<file path="config.mk">
export PLATFORM = sky130hd
export DESIGN_NAME = websocket_frame_deframer_unit_flat
export DESIGN_NICKNAME = d
export VERILOG_FILES = /design/src/sv/wsd_pkg.sv /design/src/sv/wsd_if.sv /design/src/sv/wsd_front.sv /design/src/sv/wsd_queue.sv /design/src/sv/wsd_back.sv /design/src/sv/websocket_frame_deframer_unit.sv /design/src/flat_wrapper.sv
export SDC_FILE = /design/constraint.sdc
export NUM_CORES = 1
export LEC_CHECK = 0
export ABC_AREA = 1
export BUFFER_PORTS_ARGS = -buffer_cell sky130_fd_sc_hd__buf_4
export CAP_MARGIN = 40
export CORE_ASPECT_RATIO = 1.25
export CORE_UTILIZATION = 56
export DETAILED_ROUTE_END_ITERATION = 10
export GPL_ROUTABILITY_DRIVEN = 0
export PLACE_DENSITY = 0.84
export SETUP_SLACK_MARGIN = 0.02
export SYNTH_ARGS = -nofsm -noshare
export SYNTH_HDL_FRONTEND = slang
export SYNTH_SLANG_ARGS = --single-unit
</file>
<file path="constraint.sdc">
create_clock -name clk -period 4.35 [get_ports clk]
set_input_delay 0.87 -clock clk [delete_from_list [all_inputs] [get_ports clk]]
set_output_delay 0.87 -clock clk [all_outputs]
set_load 0.01 [all_outputs]
</file>
<file path="src/sv/wsd_pkg.sv">
// package with shared types and constants of the websocket frame deframer
`timescale 1ns / 1ps

package wsd_pkg;

    // configuration port geometry
    localparam int CFG_ADDR_W = 3;
    localparam int CFG_DATA_W = 32;
    localparam logic CFG_IDX_REQUIRE_MASK = 1'b0;

    // header length codes
    localparam logic [6:0] LEN_CODE_EXT16 = 7'd126;
    localparam logic [6:0] LEN_CODE_EXT64 = 7'd127;
    localparam logic [6:0] LEN7_MASK      = 7'h7F;
    localparam logic [3:0] OPCODE_MASK    = 4'hF;

    // result status codes
    localparam logic [1:0] ST_OK      = 2'd0;
    localparam logic [1:0] ST_NO_MASK = 2'd1;
    localparam logic [1:0] ST_TRUNC   = 2'd2;

    // one classified result between front and back
    typedef struct packed {
        logic [7:0] data;
        logic [7:0] key;
        logic       byte_valid;
        logic       frame_last;
        logic       fin_flag;
        logic [3:0] frame_opcode;
        logic [1:0] status;
    } wsd_rec_t;

endpackage

</file>
<file path="src/sv/wsd_if.sv">
// channel interfaces for received bytes and deframed results
`timescale 1ns / 1ps

interface wsd_in_if;
    logic       valid;
    logic       ready;
    logic [7:0] data_byte;
    logic       chunk_end;

    modport source (output valid, output data_byte, output chunk_end, input ready);
    modport sink (input valid, input data_byte, input chunk_end, output ready);
endinterface

interface wsd_out_if;
    logic       valid;
    logic       ready;
    logic [7:0] payload_byte;
    logic       byte_valid;
    logic       frame_last;
    logic       fin_flag;
    logic [3:0] frame_opcode;
    logic [1:0] status;

    modport source (
        output valid, output payload_byte, output byte_valid, output frame_last,
        output fin_flag, output frame_opcode, output status, input ready
    );
    modport sink (
        input valid, input payload_byte, input byte_valid, input frame_last,
        input fin_flag, input frame_opcode, input status, output ready
    );
endinterface

</file>
<file path="src/sv/wsd_front.sv">
// front end: frame header parser that classifies each received byte
`timescale 1ns / 1ps

module wsd_front (
    input  logic             clk,
    input  logic             rst_n,
    input  logic             require_mask,
    input  logic             in_valid,
    output logic             in_ready,
    input  logic [7:0]       data_byte,
    input  logic             chunk_end,
    output logic             push_valid,
    output wsd_pkg::wsd_rec_t push_rec,
    input  logic             push_ready
);
    import wsd_pkg::*;

    localparam logic [2:0] PH_HDR0    = 3'd0;
    localparam logic [2:0] PH_HDR1    = 3'd1;
    localparam logic [2:0] PH_EXT_M   = 3'd2;
    localparam logic [2:0] PH_EXT_U   = 3'd3;
    localparam logic [2:0] PH_KEY     = 3'd4;
    localparam logic [2:0] PH_PAYLOAD = 3'd5;

    logic [2:0]  phase_reg, phase_next;
    logic        hdr_fin_reg, hdr_fin_next;
    logic [3:0]  hdr_opcode_reg, hdr_opcode_next;
    logic [63:0] rem_len_reg, rem_len_next;
    logic [2:0]  fbc_reg, fbc_next;
    logic [31:0] mask_key_reg, mask_key_next;
    logic [1:0]  key_idx_reg, key_idx_next;
    logic        dropping_reg, dropping_next;

    logic        accept;
    logic        ce_eff;
    logic        emit;
    logic        masked;
    logic [6:0]  len7;
    logic [63:0] rem_shift;
    logic [7:0]  key_byte;
    wsd_rec_t    rec;

    assign in_ready  = push_ready;
    assign accept    = in_valid && push_ready;
    assign masked    = data_byte[7];
    assign len7      = data_byte[6:0] & LEN7_MASK;
    assign rem_shift = {rem_len_reg[55:0], data_byte};

    // key byte for the current payload position, first key byte on top
    always_comb
    begin
        case (key_idx_reg)
            2'd0:    key_byte = mask_key_reg[31:24];
            2'd1:    key_byte = mask_key_reg[23:16];
            2'd2:    key_byte = mask_key_reg[15:8];
            default: key_byte = mask_key_reg[7:0];
        endcase
    end

    // per-byte parse step
    always_comb
    begin
        phase_next      = phase_reg;
        hdr_fin_next    = hdr_fin_reg;
        hdr_opcode_next = hdr_opcode_reg;
        rem_len_next    = rem_len_reg;
        fbc_next        = fbc_reg;
        mask_key_next   = mask_key_reg;
        key_idx_next    = key_idx_reg;
        dropping_next   = dropping_reg;
        ce_eff          = chunk_end;
        emit            = 1'b0;
        rec             = '0;

        if (accept)
        begin
            if (dropping_reg)
            begin
                // discard until the end of the current chunk
                if (chunk_end)
                begin
                    dropping_next = 1'b0;
                    phase_next    = PH_HDR0;
                end
            end
            else
            begin
                case (phase_reg)
                    PH_HDR1:
                    begin
                        if (!masked && require_mask)
                        begin
                            emit           = 1'b1;
                            rec.status     = ST_NO_MASK;
                            phase_next     = PH_HDR0;
                            dropping_next  = !chunk_end;
                            ce_eff         = 1'b0;
                        end
                        else if (len7 == LEN_CODE_EXT16 || len7 == LEN_CODE_EXT64)
                        begin
                            rem_len_next = '0;
                            fbc_next     = (len7 == LEN_CODE_EXT16) ? 3'd1 : 3'd7;
                            phase_next   = masked ? PH_EXT_M : PH_EXT_U;
                        end
                        else
                        begin
                            rem_len_next = {57'd0, len7};
                            if (masked)
                            begin
                                phase_next = PH_KEY;
                                fbc_next   = 3'd3;
                            end
                            else
                            begin
                                mask_key_next = '0;
                                key_idx_next  = '0;
                                if (len7 == 7'd0)
                                begin
                                    phase_next     = PH_HDR0;
                                    emit           = 1'b1;
                                    rec.frame_last = 1'b1;
                                end
                                else
                                begin
                                    phase_next = PH_PAYLOAD;
                                end
                            end
                        end
                    end
                    PH_EXT_M, PH_EXT_U:
                    begin
                        rem_len_next = rem_shift;
                        if (fbc_reg == 3'd0)
                        begin
                            if (phase_reg == PH_EXT_M)
                            begin
                                phase_next = PH_KEY;
                                fbc_next   = 3'd3;
                            end
                            else
                            begin
                                mask_key_next = '0;
                                key_idx_next  = '0;
                                if (rem_shift == 64'd0)
                                begin
                                    phase_next     = PH_HDR0;
                                    emit           = 1'b1;
                                    rec.frame_last = 1'b1;
                                end
                                else
                                begin
                                    phase_next = PH_PAYLOAD;
                                end
                            end
                        end
                        else
                        begin
                            fbc_next = fbc_reg - 3'd1;
                        end
                    end
                    PH_KEY:
                    begin
                        mask_key_next = {mask_key_reg[23:0], data_byte};
                        if (fbc_reg == 3'd0)
                        begin
                            key_idx_next = '0;
                            if (rem_len_reg == 64'd0)
                            begin
                                phase_next     = PH_HDR0;
                                emit           = 1'b1;
                                rec.frame_last = 1'b1;
                            end
                            else
                            begin
                                phase_next = PH_PAYLOAD;
                            end
                        end
                        else
                        begin
                            fbc_next = fbc_reg - 3'd1;
                        end
                    end
                    PH_PAYLOAD:
                    begin
                        emit           = 1'b1;
                        rec.data       = data_byte;
                        rec.key        = key_byte;
                        rec.byte_valid = 1'b1;
                        key_idx_next   = key_idx_reg + 2'd1;
                        rem_len_next   = rem_len_reg - 64'd1;
                        if (rem_len_reg == 64'd1)
                        begin
                            rec.frame_last = 1'b1;
                            phase_next     = PH_HDR0;
                        end
                    end
                    default:
                    begin
                        // first header byte
                        hdr_fin_next    = data_byte[7];
                        hdr_opcode_next = data_byte[3:0] & OPCODE_MASK;
                        rem_len_next    = '0;
                        fbc_next        = '0;
                        mask_key_next   = '0;
                        key_idx_next    = '0;
                        phase_next      = PH_HDR1;
                    end
                endcase

                // chunk ended inside a frame
                if (ce_eff && phase_next != PH_HDR0)
                begin
                    emit           = 1'b1;
                    rec.status     = ST_TRUNC;
                    rec.frame_last = 1'b0;
                    phase_next     = PH_HDR0;
                end
            end
        end

        rec.fin_flag     = hdr_fin_next;
        rec.frame_opcode = hdr_opcode_next;
    end

    assign push_valid = emit;
    assign push_rec   = rec;

    // parser state
    always_ff @(posedge clk or negedge rst_n)
    begin
        if (!rst_n)
        begin
            phase_reg      <= PH_HDR0;
            hdr_fin_reg    <= 1'b0;
            hdr_opcode_reg <= '0;
            rem_len_reg    <= '0;
            fbc_reg        <= '0;
            mask_key_reg   <= '0;
            key_idx_reg    <= '0;
            dropping_reg   <= 1'b0;
        end
        else
        begin
            phase_reg      <= phase_next;
            hdr_fin_reg    <= hdr_fin_next;
            hdr_opcode_reg <= hdr_opcode_next;
            rem_len_reg    <= rem_len_next;
            fbc_reg        <= fbc_next;
            mask_key_reg   <= mask_key_next;
            key_idx_reg    <= key_idx_next;
            dropping_reg   <= dropping_next;
        end
    end

    // payload phase always has bytes left to deliver
    a_payload_nonzero: assert property (@(posedge clk) disable iff (!rst_n)
        phase_reg == PH_PAYLOAD |-> rem_len_reg != 64'd0)
        else $error("payload phase with zero remaining length");

    // a missing-mask result never carries a payload byte or ends a frame
    a_nomask_shape: assert property (@(posedge clk) disable iff (!rst_n)
        push_valid && push_rec.status == ST_NO_MASK |->
            !push_rec.byte_valid && !push_rec.frame_last)
        else $error("malformed missing-mask result");

    // dropping always resumes at a frame start
    a_drop_phase: assert property (@(posedge clk) disable iff (!rst_n)
        $fell(dropping_reg) |-> phase_reg == PH_HDR0)
        else $error("dropping ended outside frame start");

    // key collection counts at most four bytes
    a_key_count: assert property (@(posedge clk) disable iff (!rst_n)
        phase_reg == PH_KEY |-> fbc_reg <= 3'd3)
        else $error("key byte count out of range");

endmodule

</file>
<file path="src/sv/wsd_queue.sv">
// two-entry result queue between parser and output stage
`timescale 1ns / 1ps

module wsd_queue (
    input  logic              clk,
    input  logic              rst_n,
    input  logic              push_valid,
    input  wsd_pkg::wsd_rec_t push_rec,
    output logic              push_ready,
    output logic              pop_valid,
    output wsd_pkg::wsd_rec_t pop_rec,
    input  logic              pop_ready
);
    import wsd_pkg::*;

    wsd_rec_t   mem [2];
    logic       wr_ptr_reg, wr_ptr_next;
    logic       rd_ptr_reg, rd_ptr_next;
    logic [1:0] count_reg, count_next;
    logic       do_push;
    logic       do_pop;

    assign push_ready = (count_reg != 2'd2);
    assign pop_valid  = (count_reg != 2'd0);
    assign pop_rec    = mem[rd_ptr_reg];
    assign do_push    = push_valid && push_ready;
    assign do_pop     = pop_valid && pop_ready;

    // pointer and fill count update
    always_comb
    begin
        wr_ptr_next = do_push ? !wr_ptr_reg : wr_ptr_reg;
        rd_ptr_next = do_pop ? !rd_ptr_reg : rd_ptr_reg;
        count_next  = count_reg + {1'b0, do_push} - {1'b0, do_pop};
    end

    always_ff @(posedge clk or negedge rst_n)
    begin
        if (!rst_n)
        begin
            wr_ptr_reg <= 1'b0;
            rd_ptr_reg <= 1'b0;
            count_reg  <= '0;
        end
        else
        begin
            wr_ptr_reg <= wr_ptr_next;
            rd_ptr_reg <= rd_ptr_next;
            count_reg  <= count_next;
        end
    end

    // entry storage
    always_ff @(posedge clk)
    begin
        if (do_push)
        begin
            mem[wr_ptr_reg] <= push_rec;
        end
    end

endmodule

</file>
<file path="src/sv/wsd_back.sv">
// back end: unmasks payload bytes into the output register
`timescale 1ns / 1ps

module wsd_back (
    input  logic              clk,
    input  logic              rst_n,
    input  logic              pop_valid,
    input  wsd_pkg::wsd_rec_t pop_rec,
    output logic              pop_ready,
    wsd_out_if.source         out_ch
);
    import wsd_pkg::*;

    logic       out_valid_reg, out_valid_next;
    logic [7:0] payload_reg, payload_next;
    wsd_rec_t   rec_reg;

    // load whenever the output register is free or being drained
    assign pop_ready      = !out_valid_reg || out_ch.ready;
    assign out_valid_next = pop_ready ? pop_valid : out_valid_reg;
    assign payload_next   = pop_rec.byte_valid ? (pop_rec.data ^ pop_rec.key) : 8'd0;

    always_ff @(posedge clk or negedge rst_n)
    begin
        if (!rst_n)
        begin
            out_valid_reg <= 1'b0;
        end
        else
        begin
            out_valid_reg <= out_valid_next;
        end
    end

    // output payload
    always_ff @(posedge clk)
    begin
        if (pop_ready && pop_valid)
        begin
            payload_reg <= payload_next;
            rec_reg     <= pop_rec;
        end
    end

    assign out_ch.valid        = out_valid_reg;
    assign out_ch.payload_byte = payload_reg;
    assign out_ch.byte_valid   = rec_reg.byte_valid;
    assign out_ch.frame_last   = rec_reg.frame_last;
    assign out_ch.fin_flag     = rec_reg.fin_flag;
    assign out_ch.frame_opcode = rec_reg.frame_opcode;
    assign out_ch.status       = rec_reg.status;

endmodule

</file>
<file path="src/sv/websocket_frame_deframer_unit.sv">
// top level of the websocket frame deframer with its configuration port
// The deframer takes one byte of an established WebSocket connection per
// cycle and sustains one byte per cycle while the result side keeps up: the
// header parser updates its whole frame state on each accepted byte.
// That state includes the 64-bit remaining length count. A two-entry queue
// and the output register decouple the parser from the result side. They
// absorb a short result-side stall. The input is then held off while the
// queue is full, and resumes as soon as the queue holds fewer than two
// entries. A result is stored in the queue when its byte is accepted and
// is then loaded into the output register, which presents it at the output.
// Header, length and key bytes of a frame give no result.
// Payload bytes come out unmasked; empty frames give one result with
// frame_last set; a missing mask (when require_mask is 1) or a chunk end
// inside a frame is reported in status, and after a missing mask the rest
// of the chunk is dropped. require_mask lives at byte address 0.
`timescale 1ns / 1ps

module websocket_frame_deframer_unit (
    input  logic                          clk,
    input  logic                          rst_n,
    input  logic                          psel,
    input  logic                          penable,
    input  logic                          pwrite,
    input  logic [wsd_pkg::CFG_ADDR_W-1:0] paddr,
    input  logic [wsd_pkg::CFG_DATA_W-1:0] pwdata,
    output logic [wsd_pkg::CFG_DATA_W-1:0] prdata,
    output logic                          pready,
    wsd_in_if.sink                        in_ch,
    wsd_out_if.source                     out_ch
);
    import wsd_pkg::*;

    logic     require_mask_reg, require_mask_next;
    logic     cfg_write;
    logic     cfg_sel_mask;
    logic     push_valid;
    logic     push_ready;
    wsd_rec_t push_rec;
    logic     pop_valid;
    logic     pop_ready;
    wsd_rec_t pop_rec;

    // configuration register access
    assign pready       = 1'b1;
    assign cfg_sel_mask = (paddr[CFG_ADDR_W-1] == CFG_IDX_REQUIRE_MASK);
    assign cfg_write    = psel && penable && pwrite && pready;
    assign require_mask_next = (cfg_write && cfg_sel_mask) ? pwdata[0] : require_mask_reg;
    assign prdata = cfg_sel_mask ? {{(CFG_DATA_W-1){1'b0}}, require_mask_reg} : '0;

    always_ff @(posedge clk or negedge rst_n)
    begin
        if (!rst_n)
        begin
            require_mask_reg <= 1'b1;
        end
        else
        begin
            require_mask_reg <= require_mask_next;
        end
    end

    // header parser
    wsd_front u_front (
        .clk          (clk),
        .rst_n        (rst_n),
        .require_mask (require_mask_reg),
        .in_valid     (in_ch.valid),
        .in_ready     (in_ch.ready),
        .data_byte    (in_ch.data_byte),
        .chunk_end    (in_ch.chunk_end),
        .push_valid   (push_valid),
        .push_rec     (push_rec),
        .push_ready   (push_ready)
    );

    // decoupling queue
    wsd_queue u_queue (
        .clk        (clk),
        .rst_n      (rst_n),
        .push_valid (push_valid),
        .push_rec   (push_rec),
        .push_ready (push_ready),
        .pop_valid  (pop_valid),
        .pop_rec    (pop_rec),
        .pop_ready  (pop_ready)
    );

    // unmask and output register
    wsd_back u_back (
        .clk       (clk),
        .rst_n     (rst_n),
        .pop_valid (pop_valid),
        .pop_rec   (pop_rec),
        .pop_ready (pop_ready),
        .out_ch    (out_ch)
    );

endmodule

</file>
<file path="src/flat_wrapper.sv">
// flat-port wrapper written by rule: the top's interface ports become plain ports
module websocket_frame_deframer_unit_flat import wsd_pkg::*;
  (clk, rst_n, psel, penable, pwrite, paddr, pwdata, prdata, pready, in_ch_valid, in_ch_data_byte, in_ch_chunk_end, in_ch_ready, out_ch_valid, out_ch_payload_byte, out_ch_byte_valid, out_ch_frame_last, out_ch_fin_flag, out_ch_frame_opcode, out_ch_status, out_ch_ready);
  wsd_in_if in_ch_i ();
  wsd_out_if out_ch_i ();
  input  logic clk;
  input  logic rst_n;
  input  logic psel;
  input  logic penable;
  input  logic pwrite;
  input  logic [wsd_pkg::CFG_ADDR_W-1:0] paddr;
  input  logic [wsd_pkg::CFG_DATA_W-1:0] pwdata;
  output logic [wsd_pkg::CFG_DATA_W-1:0] prdata;
  output logic pready;
  input wire logic [$bits(in_ch_i.valid)-1:0] in_ch_valid;
  input wire logic [$bits(in_ch_i.data_byte)-1:0] in_ch_data_byte;
  input wire logic [$bits(in_ch_i.chunk_end)-1:0] in_ch_chunk_end;
  output wire logic [$bits(in_ch_i.ready)-1:0] in_ch_ready;
  output wire logic [$bits(out_ch_i.valid)-1:0] out_ch_valid;
  output wire logic [$bits(out_ch_i.payload_byte)-1:0] out_ch_payload_byte;
  output wire logic [$bits(out_ch_i.byte_valid)-1:0] out_ch_byte_valid;
  output wire logic [$bits(out_ch_i.frame_last)-1:0] out_ch_frame_last;
  output wire logic [$bits(out_ch_i.fin_flag)-1:0] out_ch_fin_flag;
  output wire logic [$bits(out_ch_i.frame_opcode)-1:0] out_ch_frame_opcode;
  output wire logic [$bits(out_ch_i.status)-1:0] out_ch_status;
  input wire logic [$bits(out_ch_i.ready)-1:0] out_ch_ready;
  assign in_ch_i.valid = in_ch_valid;
  assign in_ch_i.data_byte = in_ch_data_byte;
  assign in_ch_i.chunk_end = in_ch_chunk_end;
  assign in_ch_ready = in_ch_i.ready;
  assign out_ch_valid = out_ch_i.valid;
  assign out_ch_payload_byte = out_ch_i.payload_byte;
  assign out_ch_byte_valid = out_ch_i.byte_valid;
  assign out_ch_frame_last = out_ch_i.frame_last;
  assign out_ch_fin_flag = out_ch_i.fin_flag;
  assign out_ch_frame_opcode = out_ch_i.frame_opcode;
  assign out_ch_status = out_ch_i.status;
  assign out_ch_i.ready = out_ch_ready;
  websocket_frame_deframer_unit u_core (.clk(clk), .rst_n(rst_n), .psel(psel), .penable(penable), .pwrite(pwrite), .paddr(paddr), .pwdata(pwdata), .prdata(prdata), .pready(pready), .in_ch(in_ch_i), .out_ch(out_ch_i));
endmodule
</file>
==> out/results.tsv <==
stage	metric	value	unit
outcome	outcome	finished, violations left	
outcome	violations	DRC	
detailed_routing	wl_per_cell	16.7	um
final_layout	regArea	4920	um2
critical_path	crit_chain	inv_1 > ha_1 > nand2_4 > nor2_8 > nand3_4 > clkinv_2 > nand3_2 > nor3_1 > o31ai_1 > nand2_2 > nand2_2 > inv_1 > buf_8	
global_route	grt_pass1_vias	9235	
logic_synthesis	synth_top_family_by_area	simple AND/OR/NAND/NOR gates	
critical_path	path_delay_family	simple AND/OR/NAND/NOR gates	
detailed_routing	vias	9471	
final_layout	nFillCells	1568	
logic_synthesis	syn-cell-area	10700	um2
detailed_routing	via_per_inst	5.86	
logic_synthesis	avgSynthCellArea	7.91	um2
detailed_routing	dr.first_iter.drc_count	959	
timing	relSlewSlack	52.2	%
placement	hpwl	18.6	mm
timing	period_needed	3.09	ns
logic_synthesis	synth-simple-area-share	25.8	%
clock_tree	cts-hold-fix-buffers	0	
logic_synthesis	synth_cell_types	50	
logic_synthesis	yosysSeqAreaShare	46.2	%
final_layout	antenna_cells	0	
logic_synthesis	synthTopCellsByArea	dfrtp_1 (27%), edfxtp_1 (19%), nand2_1 (10%)	
global_route	grt_usage	29.0	%
clock_tree	worstSkewPairLatency	0.44	ns
clock_tree	ctsHtreeMaxLevel	4	
critical_path	cp_max_fo	14	
clock_tree	clkSlewWorstSetupHoldPaths	0.07	ns
clock_tree	cts_buffers	17	
critical_path	critPathArrivalTime	3.25	ns
critical_path	end_kind	register	
critical_path	r2r_slack	1.26	ns
critical_path	cp.required	4.50	ns
logic_synthesis	ys_ff_latch	183	
pwr	peakVddDrop	0.348	mV
final_layout	nets	1433	
logic_synthesis	synth-adder-area-share	1.41	%
critical_path	reg2reg_from	u_core.u_front.rem_len_reg[0]	
detailed_routing	drcViolationCount	14	
timing	slew_viol_final	0	
die	initial_core_util	56.9	%
logic_synthesis	synth-async-reset-ratio	63.4	%
logic_synthesis	synth.largest_area_cell	dfrtp_1	
placement	port_buffers	37	
timing	setup_tns	0	ns
die	row_count	56	
detailed_routing	antenna_left	0	
clock_tree	post_cts_buffers	0	
pwr	p_leak	5.56	nW
timing	period_share	71.1	%
final_layout	multiInputGateArea	4820	um2
final_layout	final_cell_mix	nand2_1 (284), nor2_1 (154), o21ai_0 (152)	
critical_path	critPathBufInv	4	
global_route	gr-total-overflow	0	
global_route	antenna_found_initial	0	
logic_synthesis	yosysWarningCount	0	
clock_tree	clockBufferDepth	2	
logic_synthesis	synth_compound_area_share	14.5	%
logic_synthesis	synthMuxAreaShare	0.106	%
die	fp.dieW	125	um
timing	finClkSkew	0.0122	ns
timing	fmax	0.323	GHz
critical_path	cp-start-kind	register	
die	fp.coreArea	18700	um2
clock_tree	tritoncts	built	
final_layout	final_cells	1615	
timing	max_slew.worst_pin.slew	0.717	ns
placement	numPlacedInstances	1583	
timing	rsz0062_at_grt	false	
critical_path	timing.rr.end	u_core.u_queue.mem[0][20]	
final_layout	largest_reg_flops	64	
final_layout	layout_commonest_cell	nand2_1	
clock_tree	cts-root-buf	clkbuf_16	
critical_path	critPathSlowestCell	dfrtp_1	
critical_path	reg2regPathDepth	13	
global_route	grt_pass1_wl	44.9	mm
global_route	grt_max_degree	63	
logic_synthesis	synthCells	1347	
timing	setup_viol	0	
logic_synthesis	synthXorXnorAreaFrac	2.14	%
clock_tree	cts_resized	0	
placement	dp_slack	1.24	ns
final_layout	area_growth	9.16	%
die	die_h	156	um
logic_synthesis	synth_flop_cell	dfrtp_1	
detailed_routing	wirelength	26.9	mm
min_path	hold_path_class	primary input to async pin	
die	io_pins	103	
logic_synthesis	synth_top_area_share	27.0	%
timing	fin_ws	1.26	ns
run	cap_violations	0	
final_layout	drive_gt1_share	11.5	%
logic_synthesis	synth_edf_count	67	
die	dieArea	19600	um2
clock_tree	clkSinkCount	183	
pwr	p_per_area	601	nW/um2
critical_path	max_stage_delay	0.46	ns
critical_path	crit_type	register to register	
detailed_routing	dr.pass1.iters	9	
timing	finalHoldViolCount	0	
critical_path	crit_path_start	u_core.u_front.rem_len_reg[0]	
==> routing by layer <==
layer	routed length [um]	share of wire [%]	global-route usage [%]
met5	0	0	0
met4	1530	5.7	18.7
met3	1620	6.0	4.66
met2	13400	50	50.0
met1	10300	38	33.7
==> cell usage after synthesis, types with 2 or more instances <==
cell type  number
nand2_1       284
nor2_1        155
o21ai_0       152
inv_1         137
dfrtp_1       115
nand3_1        75
edfxtp_1       67
a21oi_1        57
buf_4          38
o22ai_1        34
clkbuf_1       25
nor2_2         23
nor3_1         18
xor2_1         16
nand4_1        14
nor2_4         13
o21ai_1        13
ha_1           12
inv_2          12
nand2_2        11
xnor2_1        10
a311oi_1        8
buf_2           6
buf_1           5
nand3_2         4
nor4_1          4
a32oi_1         3
buf_6           3
nand2_4         3
nand3b_1        3
o31ai_1         3
a211oi_1        2
a22oi_1         2
a31oi_1         2
conb_1          2
o32ai_1         2
==> worst max path at each step <==
| stage | slack, ns | cells after the start | endpoint |
|---|---|---|---|
| 5_1_grt | 1.07 | 13 | u_core.u_queue.mem[0][12] |
| 3_3_place_gp | 1.07 | 10 | u_core.u_queue.mem[0][21] |
| 2_1_floorplan | 1.07 | 10 | u_core.u_queue.mem[1][0] |
| 4_1_cts | 1.31 | 13 | u_core.u_queue.mem[0][20] |
| 6_report | 1.26 | 13 | u_core.u_queue.mem[0][20] |
| 3_5_place_dp | 1.24 | 11 | u_core.u_queue.mem[0][21] |
==> through the flow <==
| stage | hold slack, ns | total power [W] | util [%] | cell area [um2] |
|---|---|---|---|---|
| 4_1_cts | 0.233 | 0.00694 | 62.1 | 11600 |
| 6_report | 0.231 | 0.00699 | 62.1 | 11600 |
| 5_1_grt | 0.230 | 0.00745 | 62.1 | 11600 |
| 2_1_floorplan | 0.472 | 0.00458 | - | 10800 |
| 3_3_place_gp | 0.487 | 0.00524 | 58.7 | 11000 |
| 3_5_place_dp | 0.498 | 0.00536 | 58.9 | 11000 |
==> power breakdown <==
group          switching, W  leakage [nW]  internal, W
Clock              0.000770         0.298     0.000827
Sequential         0.000148          2.21      0.00211
Combinational       0.00213          3.06     0.000998
Total               0.00305          5.56      0.00393
==> cells by family after synthesis <==
| family | after synthesis |
|---|---|
| AND/OR/NAND/NOR | 611 |
| AO/OA/AOI/OAI | 283 |
| buffers and inverters | 229 |
| flip-flops | 183 |
| XOR/XNOR | 26 |
| adder cells (fa/ha/maj) | 12 |
| other | 2 |
| multiplexers | 1 |
==> cell type report <==
type	count	share of cell area, %
Clock buffer	17	3.66
Clock inverter	15	1.55
Inverter	151	4.89
Multi-Input combinational cell	965	41.4
Sequential cell	183	42.3
Tap cell	232	2.50
Timing Repair Buffer	52	3.70
Power figures use the tool's default switching activity.
